File: src/rtl/core/fpjd_pkg.sv
// Package of the job dispatcher: widths, codes, state type and internal structs.
`default_nettype none
package fpjd_pkg;

	localparam int QUEUE_DEPTH_DEF = 16;
	localparam int ID_WIDTH_DEF    = 16;

	localparam int EXT_ID_W   = 16;
	localparam int CNT_W      = 16;
	localparam int CLASS_W    = 2;
	localparam int PART_W     = 2;
	localparam int QCOUNT_W   = 5;
	localparam int IN_DATA_W  = 24;
	localparam int OUT_DATA_W = 80;

	localparam logic KIND_ARRIVE = 1'b0;
	localparam logic KIND_DONE   = 1'b1;

	localparam logic [PART_W-1:0] PART_A = 2'd0;
	localparam logic [PART_W-1:0] PART_B = 2'd1;
	localparam logic [PART_W-1:0] PART_C = 2'd2;

	localparam logic [CLASS_W-1:0] CLASS_C = 2'd2;

	typedef enum logic [2:0] {
		ST_IDLE,
		ST_EVENT,
		ST_READ,
		ST_OFFER,
		ST_HOLD
	} state_t;

	typedef struct packed {
		logic              complete;
		logic [PART_W-1:0] part;
		logic              fill;
		logic [PART_W-1:0] fill_slot;
	} slot_cmd_t;

	typedef struct packed {
		logic                completed;
		logic [EXT_ID_W-1:0] completed_id;
		logic                dropped;
		logic [2:0]          dispatch_mask;
		logic [QCOUNT_W-1:0] queue_count;
	} result_t;

endpackage
`default_nettype wire

File: src/rtl/core/fixed_partition_job_dispatcher.sv
// Top level of the fixed-partition job dispatcher with its output register.
//
//   channel  direction  tdata                                tuser
//   s_       in         job_id, job_class, partition         kind
//   m_       out        completed .. done_c (one per event)  -
//
// Events are accepted one at a time: a new event is taken only once the result of
// the last has entered the output register. The sequencer re-reads the queue
// memory's head entry after each dispatch to partition C or B and offers it to
// C, B, A in turn.
// arst_n empties the queue and the partitions and clears the done counters.
// A stalled result stays in the output register while the next event is processed.
`default_nettype none
module fixed_partition_job_dispatcher #(
	parameter int QUEUE_DEPTH = fpjd_pkg::QUEUE_DEPTH_DEF,
	parameter int ID_WIDTH    = fpjd_pkg::ID_WIDTH_DEF
) (
	input  wire                              clk,
	input  wire                              arst_n,
	input  wire                              s_tvalid,
	output logic                             s_tready,
	// job_id[15:0], job_class[17:16], partition[19:18], zero[23:20]
	input  wire [fpjd_pkg::IN_DATA_W-1:0]    s_tdata,
	// kind[0]
	input  wire                              s_tuser,
	output logic                             m_tvalid,
	input  wire                              m_tready,
	// completed[0], completed_id[16:1], dropped[17], dispatch_mask[20:18],
	// occupied_mask[23:21], queue_count[28:24], done_a[44:29], done_b[60:45],
	// done_c[76:61], zero[79:77]
	output logic [fpjd_pkg::OUT_DATA_W-1:0]  m_tdata
);

	fpjd_pkg::slot_cmd_t        slot_cmd;
	fpjd_pkg::result_t          res;
	logic                       res_valid, res_ready;
	logic [ID_WIDTH-1:0]        fill_id, sel_id;
	logic [2:0]                 occupied;
	logic [fpjd_pkg::CNT_W-1:0] done_a, done_b, done_c;
	logic                       m_tvalid_q;
	logic [fpjd_pkg::OUT_DATA_W-1:0] m_tdata_q;

	fpjd_ctrl #(
		.QUEUE_DEPTH(QUEUE_DEPTH),
		.ID_WIDTH   (ID_WIDTH)
	) u_ctrl (
		.clk      (clk),
		.arst_n   (arst_n),
		.in_valid (s_tvalid),
		.in_ready (s_tready),
		.kind     (s_tuser),
		.job_id   (s_tdata[15:0]),
		.job_class(s_tdata[17:16]),
		.partition(s_tdata[19:18]),
		.res_valid(res_valid),
		.res_ready(res_ready),
		.res      (res),
		.slot_cmd (slot_cmd),
		.fill_id  (fill_id),
		.occupied (occupied),
		.sel_id   (sel_id)
	);

	fpjd_slots #(
		.ID_WIDTH(ID_WIDTH)
	) u_slots (
		.clk     (clk),
		.arst_n  (arst_n),
		.cmd     (slot_cmd),
		.fill_id (fill_id),
		.occupied(occupied),
		.sel_id  (sel_id),
		.done_a  (done_a),
		.done_b  (done_b),
		.done_c  (done_c)
	);

	assign res_ready = !m_tvalid_q || m_tready;

	always_ff @(posedge clk or negedge arst_n) begin
		if (!arst_n) begin
			m_tvalid_q <= 1'b0;
		end else if (res_ready) begin
			m_tvalid_q <= res_valid;
		end
	end

	always_ff @(posedge clk) begin
		if (res_ready && res_valid) begin
			m_tdata_q <= {3'b000, done_c, done_b, done_a, res.queue_count, occupied,
				res.dispatch_mask, res.dropped, res.completed_id, res.completed};
		end
	end

	assign m_tvalid = m_tvalid_q;
	assign m_tdata  = m_tdata_q;

endmodule
`default_nettype wire

File: src/rtl/core/fpjd_ram.sv
// Generic single-write, single-read RAM with a registered read port.
`default_nettype none
module fpjd_ram #(
	parameter int WIDTH = 18,
	parameter int DEPTH = 16
) (
	input  wire                     clk,
	input  wire                     we,
	input  wire [$clog2(DEPTH)-1:0] waddr,
	input  wire [WIDTH-1:0]         wdata,
	input  wire                     re,
	input  wire [$clog2(DEPTH)-1:0] raddr,
	output logic [WIDTH-1:0]        rdata
);

	logic [WIDTH-1:0] mem [DEPTH];

	always_ff @(posedge clk) begin
		if (we) begin
			mem[waddr] <= wdata;
		end
		if (re) begin
			rdata <= mem[raddr];
		end
	end

endmodule
`default_nettype wire

File: src/rtl/core/fpjd_slots.sv
// Partition slots A, B and C: busy flags, held job ids and saturating done counters.
`default_nettype none
module fpjd_slots #(
	parameter int ID_WIDTH = fpjd_pkg::ID_WIDTH_DEF
) (
	input  wire                        clk,
	input  wire                        arst_n,
	input  fpjd_pkg::slot_cmd_t        cmd,
	input  wire [ID_WIDTH-1:0]         fill_id,
	output logic [2:0]                 occupied,
	output logic [ID_WIDTH-1:0]        sel_id,
	output logic [fpjd_pkg::CNT_W-1:0] done_a,
	output logic [fpjd_pkg::CNT_W-1:0] done_b,
	output logic [fpjd_pkg::CNT_W-1:0] done_c
);

	logic [2:0]                 valid_q;
	logic [ID_WIDTH-1:0]        ids_q  [3];
	logic [fpjd_pkg::CNT_W-1:0] done_q [3];

	always_ff @(posedge clk or negedge arst_n) begin
		if (!arst_n) begin
			valid_q <= '0;
			for (int i = 0; i < 3; i++) begin
				done_q[i] <= '0;
			end
		end else begin
			for (int i = 0; i < 3; i++) begin
				if (cmd.complete && cmd.part == 2'(i)) begin
					valid_q[i] <= 1'b0;
					if (done_q[i] != '1) begin
						done_q[i] <= done_q[i] + 1'b1;
					end
				end else if (cmd.fill && cmd.fill_slot == 2'(i)) begin
					valid_q[i] <= 1'b1;
				end
			end
		end
	end

	always_ff @(posedge clk) begin
		for (int i = 0; i < 3; i++) begin
			if (cmd.complete && cmd.part == 2'(i)) begin
				ids_q[i] <= '0;
			end else if (cmd.fill && cmd.fill_slot == 2'(i)) begin
				ids_q[i] <= fill_id;
			end
		end
	end

	always_comb begin
		unique case (cmd.part)
			fpjd_pkg::PART_A: sel_id = ids_q[0];
			fpjd_pkg::PART_B: sel_id = ids_q[1];
			fpjd_pkg::PART_C: sel_id = ids_q[2];
			default:          sel_id = '0;
		endcase
	end

	assign occupied = valid_q;
	assign done_a   = done_q[0];
	assign done_b   = done_q[1];
	assign done_c   = done_q[2];

endmodule
`default_nettype wire

File: src/rtl/core/fpjd_ctrl.sv
// Event sequencer: queue pointers, queue memory access, head offers and result assembly.
`default_nettype none
module fpjd_ctrl #(
	parameter int QUEUE_DEPTH = fpjd_pkg::QUEUE_DEPTH_DEF,
	parameter int ID_WIDTH    = fpjd_pkg::ID_WIDTH_DEF
) (
	input  wire                           clk,
	input  wire                           arst_n,
	input  wire                           in_valid,
	output logic                          in_ready,
	input  wire                           kind,
	input  wire [fpjd_pkg::EXT_ID_W-1:0]  job_id,
	input  wire [fpjd_pkg::CLASS_W-1:0]   job_class,
	input  wire [fpjd_pkg::PART_W-1:0]    partition,
	output logic                          res_valid,
	input  wire                           res_ready,
	output fpjd_pkg::result_t             res,
	output fpjd_pkg::slot_cmd_t           slot_cmd,
	output logic [ID_WIDTH-1:0]           fill_id,
	input  wire [2:0]                     occupied,
	input  wire [ID_WIDTH-1:0]            sel_id
);

	localparam int PW = (QUEUE_DEPTH > 1) ? $clog2(QUEUE_DEPTH) : 1;
	localparam int QW = $clog2(QUEUE_DEPTH + 1);
	localparam int EW = ID_WIDTH + fpjd_pkg::CLASS_W;

	fpjd_pkg::state_t state_q, state_d;

	logic [PW-1:0]                   head_q, tail_q;
	logic [QW-1:0]                   queued_q;
	logic                            kind_q;
	logic [ID_WIDTH-1:0]             id_q;
	logic [fpjd_pkg::CLASS_W-1:0]    cls_q;
	logic [fpjd_pkg::PART_W-1:0]     part_q;
	logic [fpjd_pkg::PART_W-1:0]     slot_q;
	logic                            completed_q, dropped_q;
	logic [fpjd_pkg::EXT_ID_W-1:0]   cid_q;
	logic [2:0]                      disp_q;

	logic                            ram_we, ram_re;
	logic [EW-1:0]                   ram_rdata;
	logic [fpjd_pkg::CLASS_W-1:0]    head_cls, eff_cls;
	logic                            full, do_complete, take;

	fpjd_ram #(
		.WIDTH(EW),
		.DEPTH(QUEUE_DEPTH)
	) u_queue (
		.clk  (clk),
		.we   (ram_we),
		.waddr(tail_q),
		.wdata({cls_q, id_q}),
		.re   (ram_re),
		.raddr(head_q),
		.rdata(ram_rdata)
	);

	assign head_cls = ram_rdata[EW-1:ID_WIDTH];
	assign fill_id  = ram_rdata[ID_WIDTH-1:0];
	// Class code 3 behaves as class C.
	assign eff_cls  = (head_cls > fpjd_pkg::CLASS_C) ? fpjd_pkg::CLASS_C : head_cls;
	assign full     = (queued_q == QW'(QUEUE_DEPTH));

	// The slot index doubles as the highest class the slot accepts.
	assign take = (state_q == fpjd_pkg::ST_OFFER) && !occupied[slot_q]
		&& (queued_q != '0) && (eff_cls <= slot_q);

	assign do_complete = (state_q == fpjd_pkg::ST_EVENT) && (kind_q == fpjd_pkg::KIND_DONE)
		&& (part_q != 2'd3) && occupied[part_q];

	function automatic logic [PW-1:0] ptr_next(input logic [PW-1:0] p);
		return (p == PW'(QUEUE_DEPTH - 1)) ? '0 : p + 1'b1;
	endfunction

	always_ff @(posedge clk or negedge arst_n) begin
		if (!arst_n) begin
			state_q <= fpjd_pkg::ST_IDLE;
		end else begin
			state_q <= state_d;
		end
	end

	always_comb begin
		state_d            = state_q;
		in_ready           = 1'b0;
		res_valid          = 1'b0;
		ram_we             = 1'b0;
		ram_re             = 1'b0;
		slot_cmd.complete  = do_complete;
		slot_cmd.part      = part_q;
		slot_cmd.fill      = take;
		slot_cmd.fill_slot = slot_q;
		unique case (state_q)
			fpjd_pkg::ST_IDLE: begin
				in_ready = 1'b1;
				if (in_valid) begin
					state_d = fpjd_pkg::ST_EVENT;
				end
			end
			fpjd_pkg::ST_EVENT: begin
				ram_we  = (kind_q == fpjd_pkg::KIND_ARRIVE) && !full;
				state_d = fpjd_pkg::ST_READ;
			end
			fpjd_pkg::ST_READ: begin
				ram_re  = 1'b1;
				state_d = fpjd_pkg::ST_OFFER;
			end
			fpjd_pkg::ST_OFFER: begin
				if (slot_q == fpjd_pkg::PART_A) begin
					state_d = fpjd_pkg::ST_HOLD;
				end else if (take) begin
					state_d = fpjd_pkg::ST_READ;
				end
			end
			fpjd_pkg::ST_HOLD: begin
				res_valid = 1'b1;
				if (res_ready) begin
					state_d = fpjd_pkg::ST_IDLE;
				end
			end
			default: state_d = fpjd_pkg::ST_IDLE;
		endcase
	end

	always_ff @(posedge clk or negedge arst_n) begin
		if (!arst_n) begin
			head_q   <= '0;
			tail_q   <= '0;
			queued_q <= '0;
		end else if (ram_we) begin
			tail_q   <= ptr_next(tail_q);
			queued_q <= queued_q + 1'b1;
		end else if (take) begin
			head_q   <= ptr_next(head_q);
			queued_q <= queued_q - 1'b1;
		end
	end

	always_ff @(posedge clk) begin
		if (in_ready && in_valid) begin
			kind_q      <= kind;
			id_q        <= ID_WIDTH'(job_id);
			cls_q       <= job_class;
			part_q      <= partition;
			completed_q <= 1'b0;
			dropped_q   <= 1'b0;
			cid_q       <= '0;
			disp_q      <= '0;
		end
		if (state_q == fpjd_pkg::ST_EVENT) begin
			slot_q    <= fpjd_pkg::PART_C;
			dropped_q <= (kind_q == fpjd_pkg::KIND_ARRIVE) && full;
			if (do_complete) begin
				completed_q <= 1'b1;
				cid_q       <= fpjd_pkg::EXT_ID_W'(sel_id);
			end
		end
		if (state_q == fpjd_pkg::ST_OFFER) begin
			if (take) begin
				disp_q[slot_q] <= 1'b1;
			end
			if (slot_q != fpjd_pkg::PART_A) begin
				slot_q <= slot_q - 1'b1;
			end
		end
	end

	assign res.completed     = completed_q;
	assign res.completed_id  = cid_q;
	assign res.dropped       = dropped_q;
	assign res.dispatch_mask = disp_q;
	assign res.queue_count   = fpjd_pkg::QCOUNT_W'(queued_q);

endmodule
`default_nettype wire

File: config.mk
export PLATFORM = sky130hd
export DESIGN_NAME = fixed_partition_job_dispatcher
export DESIGN_NICKNAME = d
export VERILOG_FILES = /design/src/rtl/core/fpjd_pkg.sv /design/src/rtl/core/fixed_partition_job_dispatcher.sv /design/src/rtl/core/fpjd_ram.sv /design/src/rtl/core/fpjd_slots.sv /design/src/rtl/core/fpjd_ctrl.sv
export SDC_FILE = /design/constraint.sdc
export NUM_CORES = 1
export LEC_CHECK = 0
export BUFFER_PORTS_ARGS = -buffer_cell sky130_fd_sc_hd__buf_2
export CORE_MARGIN = 2
export CORE_UTILIZATION = 33
export DETAILED_ROUTE_END_ITERATION = 8
export PLACE_DENSITY_LB_ADDON = 0.08
export SYNTH_ARGS = -nofsm -noshare
export SYNTH_HDL_FRONTEND = slang
export SYNTH_HIERARCHICAL = 1
export SYNTH_SLANG_ARGS = --single-unit
File: constraint.sdc
create_clock -name clk -period 4.3 [get_ports clk]
set_input_delay 0.215 -clock clk [delete_from_list [all_inputs] [get_ports clk]]
set_output_delay 0.215 -clock clk [all_outputs]
set_load 0.1 [all_outputs]
==> results.py <==
metrics = {
    "die": {
        "initial_core_util_pct": 33.4,
        "core-area_mm2": 0.0632,
        "io_pins": 111,
        "dieWidth_um": 257,
        "core.rowCount": 92,
        "die_y_um": 257,
        "die_area_mm2": 0.0660,
    },
    "sta": {
        "worst_pin_slew_ns": 1.05,
        "highest_clock_rate_ghz": 0.320,
        "slew_violations": 0,
        "setup_total_negative_slack_ns": 0,
        "hold_viol": 0,
        "finalClockSkew_ns": 0.0140,
        "finalSetupViolations": 0,
        "final.min_clock_period_ns": 3.12,
        "timing.slew.headroom_pct": 30.2,
        "rsz_0062_raised_after_global_routing": "false",
        "final_min_period_over_clock_period_pct": 72.6,
    },
    "critical_path": {
        "path_buf_inv": 1,
        "setup.worst_path.end_class": "flip-flop",
        "timing.critical_path.slowest_stage_cell": "sky130_fd_sc_hd__or4_4",
        "worst_r2r_path_depth": 8,
        "timing.critical_path.from": "u_ctrl/state_q[1]",
        "setup.reg_to_reg.worst_slack_ns": 1.18,
        "critPathArrivalTime_ns": 3.65,
        "r2r_end": "u_slots/done_c[15]",
        "worstPathCellList": "or3b_4 > a21oi_1 > and3_1 > buf_4 > nand3b_1 > or4_4 > nor4_2 > xor2_1",
        "cp_num_cells": 8,
        "crit_family": "simple AND/OR/NAND/NOR gates",
        "crit_type": "reg2reg",
        "critPathRequiredTime_ns": 4.83,
        "setup.worst_path.start_class": "flip-flop",
        "reg2reg_from": "u_ctrl/state_q[1]",
        "crit_path_max_incr_delay_ns": 0.68,
        "timing.critical_path.to": "u_slots/done_c[15]",
        "worst-path-max-fanout": 38,
    },
    "cells_and_area": {
        "layout.nets": 1403,
        "most_common_cell_after_layout_fill_and_taps_aside": "sky130_fd_sc_hd__edfxtp_1",
        "antenna-diode-count": 0,
        "syn_to_final_growth_pct": 18.2,
        "drive_above_1_share_pct": 23.5,
        "num-fill-cells": 5814,
        "layout.cells.most_common_list": "sky130_fd_sc_hd__edfxtp_1, sky130_fd_sc_hd__buf_2, sky130_fd_sc_hd__nand2_1",
    },
    "clocking": {
        "cts_hold_buf": 24,
        "tritoncts.num_buffers": 60,
        "cts_num_sinks": 543,
        "cts-resized-gates": 0,
        "clk_pin_slew_worst_paths_ns": 0.06,
        "cts-root-buf": "sky130_fd_sc_hd__clkbuf_16",
        "postCtsSetupRepairBufs": 0,
        "tritoncts": "done",
        "clock_latency_ns": 0.62,
        "cts_max_path_buffers": 3,
        "ctsHtreeMaxLevel": 2,
    },
    "global_route": {
        "global_route_wire_length_before_repair_um": 71100,
        "vias_in_the_first_global_route": 11100,
        "grt-ovfl-total": 0,
        "grt.total_usage_pct": 14.3,
        "antenna_found_initial": 0,
        "grt_start_max_net_pins": 78,
    },
    "hold_path": {
        "worstHoldPathType": "in2async",
    },
    "synthesis": {
        "synth_cells": 1185,
        "seq_area_frac_synth_pct": 74.6,
        "ys_seq_elements": 543,
        "yosys_warnings": 6,
        "syn_area_per_cell_um2": 17.8,
        "yosysUniqueCellTypes": 69,
        "synth_top_cell_by_area": "sky130_fd_sc_hd__edfxtp_1",
        "synth_top_area_share_pct": 64.5,
        "post_synth_top_flop": "sky130_fd_sc_hd__edfxtp_1",
        "synth.area.top_cells": "sky130_fd_sc_hd__edfxtp_1, sky130_fd_sc_hd__dfrtp_1, sky130_fd_sc_hd__mux4_2, sky130_fd_sc_hd__mux4_1, sky130_fd_sc_hd__dfxtp_1",
        "synth.cell_area_mm2": 0.0211,
        "synth-edff-count": 453,
        "ys_async_sr_fraction_pct": 12.5,
    },
    "route": {
        "first_pass_iters": 4,
        "remaining_drc_errors": 0,
        "postRouteWirelength_um": 46400,
        "drt_iter0_markers": 752,
        "route.antenna.remaining_nets": 0,
        "route.detailed.wl_per_inst_um": 20.6,
        "vias_per_cell": 4.74,
        "route.vias.total": 10700,
    },
    "power_and_ir_drop": {
        "power.leakage_nw": 8.80,
        "power-per-cell-area_mw_per_mm2": 624,
        "max-vdd-ir-drop_mv": 0.361,
        "total_power_mw": 15.6,
    },
    "run_status": {
        "outcome": "completed",
    },
    "place": {
        "place.port_buffers": 103,
        "gp_routability_congestion": 0.751,
        "place_hpwl_um": 27700,
    },
    "flow_run": {
        "cap_viol_max_count": 0,
    },
}
flip-flops by register name, indices dropped and copies added (netlist names):
register / flops
u_ctrl/u_queue/mem: 288
m_tdata: 77
u_slots/ids_q: 48
u_ctrl/u_queue/rdata: 18
u_ctrl/cid_q: 16
u_ctrl/id_q: 16
u_slots/done_a: 16
u_slots/done_b: 16
u_slots/done_c: 16
u_ctrl/queued_q: 5
u_ctrl/head_q: 4
u_ctrl/tail_q: 4
u_ctrl/disp_q: 3
u_ctrl/state_q: 3
u_slots/occupied: 3
u_ctrl/cls_q: 2
u_ctrl/part_q: 2
u_ctrl/slot_q: 2
m_tvalid: 1
u_ctrl/completed_q: 1
u_ctrl/dropped_q: 1
u_ctrl/kind_q: 1
how the worst min path moves through the flow:
| stage | startpoint | endpoint | slack [ns] |
|---|---|---|---|
| 3_5_place_dp | s_tdata[10] | u_ctrl/id_q[10] | 0.39 |
| 2_1_floorplan | arst_n | m_tvalid | -0.08 |
| 5_1_grt | s_tdata[14] | u_ctrl/id_q[14] | 0.28 |
| 6_report | arst_n | u_slots/done_c[11] | 0.30 |
| 3_3_place_gp | s_tdata[6] | u_ctrl/id_q[6] | 0.39 |
| 4_1_cts | s_tdata[14] | u_ctrl/id_q[14] | 0.25 |
power breakdown:
part / total [mW] / switching (mW) / internal, mW
sequential: 7.02 / 0.507 / 6.52
combinational: 3.51 / 2.24 / 1.27
clock: 5.04 / 2.03 / 3.01
total: 15.6 / 4.78 / 10.8
cell type report:
type	instances	area, um^2	area share, %
repair buffers	166	1090	4.36
well taps	846	1060	4.24
clock buffers	91	1740	6.98
clock inverters	20	204	0.817
flip-flops and latches	543	15800	63.1
multi-input cells	575	5050	20.2
inverters	16	60.1	0.241
metal layers:
layer  share of wire (%)  up-vias  global-route usage (%)
met4                 2.4        0                    4.49
li1                    -     4995                       -
met2                  49      162                    23.8
met1                  46     5468                    19.2
met5                   0        -                       0
met3                 3.1       72                    2.09
cells in the mapped netlist, types with 5 or more instances:
cell                       count
sky130_fd_sc_hd__a22oi_1      36
sky130_fd_sc_hd__clkbuf_1     16
sky130_fd_sc_hd__dfrtp_1      68
sky130_fd_sc_hd__xor2_1       26
sky130_fd_sc_hd__buf_4        11
sky130_fd_sc_hd__mux2_2        7
sky130_fd_sc_hd__edfxtp_1    453
sky130_fd_sc_hd__o21ai_0      40
sky130_fd_sc_hd__nand3b_1      7
sky130_fd_sc_hd__nand3_1      12
sky130_fd_sc_hd__dfxtp_1      22
sky130_fd_sc_hd__a31oi_1      10
sky130_fd_sc_hd__buf_2        10
sky130_fd_sc_hd__mux2i_1      21
sky130_fd_sc_hd__xnor2_1      11
sky130_fd_sc_hd__buf_6         7
sky130_fd_sc_hd__nor3_1       17
sky130_fd_sc_hd__inv_1        15
sky130_fd_sc_hd__buf_1         6
sky130_fd_sc_hd__mux4_1       22
sky130_fd_sc_hd__and2_1       51
sky130_fd_sc_hd__mux4_2       50
sky130_fd_sc_hd__nand4_1      15
sky130_fd_sc_hd__nor4_1        7
sky130_fd_sc_hd__nand2_1     101
sky130_fd_sc_hd__ha_1         11
sky130_fd_sc_hd__nor2b_1       5
sky130_fd_sc_hd__nand2b_1      8
sky130_fd_sc_hd__a21oi_1      22
sky130_fd_sc_hd__nor2_1       27
stage by stage:
stage	worst slack [ns]	utilization, %	hold WS (ns)	instance area (um^2)	instances
final	1.18	39.5	0.301	24900	2257
after global routing	0.977	39.5	0.276	24900	2257
after CTS	1.15	39.5	0.251	24900	2257
after detailed placement	1.16	36.0	0.393	22800	2122
after global placement	1.19	36.0	0.392	22800	2122
after floorplan	0.323	-	-0.0806	21100	1187
cells by family (layout without fill, tap and decap cells):
| logic type | Yosys count | after routing | share of synthesized area, % |
|---|---|---|---|
| compound gates | 128 | 128 | 3.84 |
| xor+xnor | 37 | 37 | 1.54 |
| fa+ha+maj | 12 | 12 | 0.747 |
| buf+inv | 69 | 293 | 1.75 |
| flops | 543 | 543 | 74.6 |
| mux | 103 | 103 | 9.66 |
| other cells | 1 | 3 | 0.0178 |
| simple gates | 292 | 292 | 7.82 |
No activity file was read; power rests on OpenSTA's default activity.
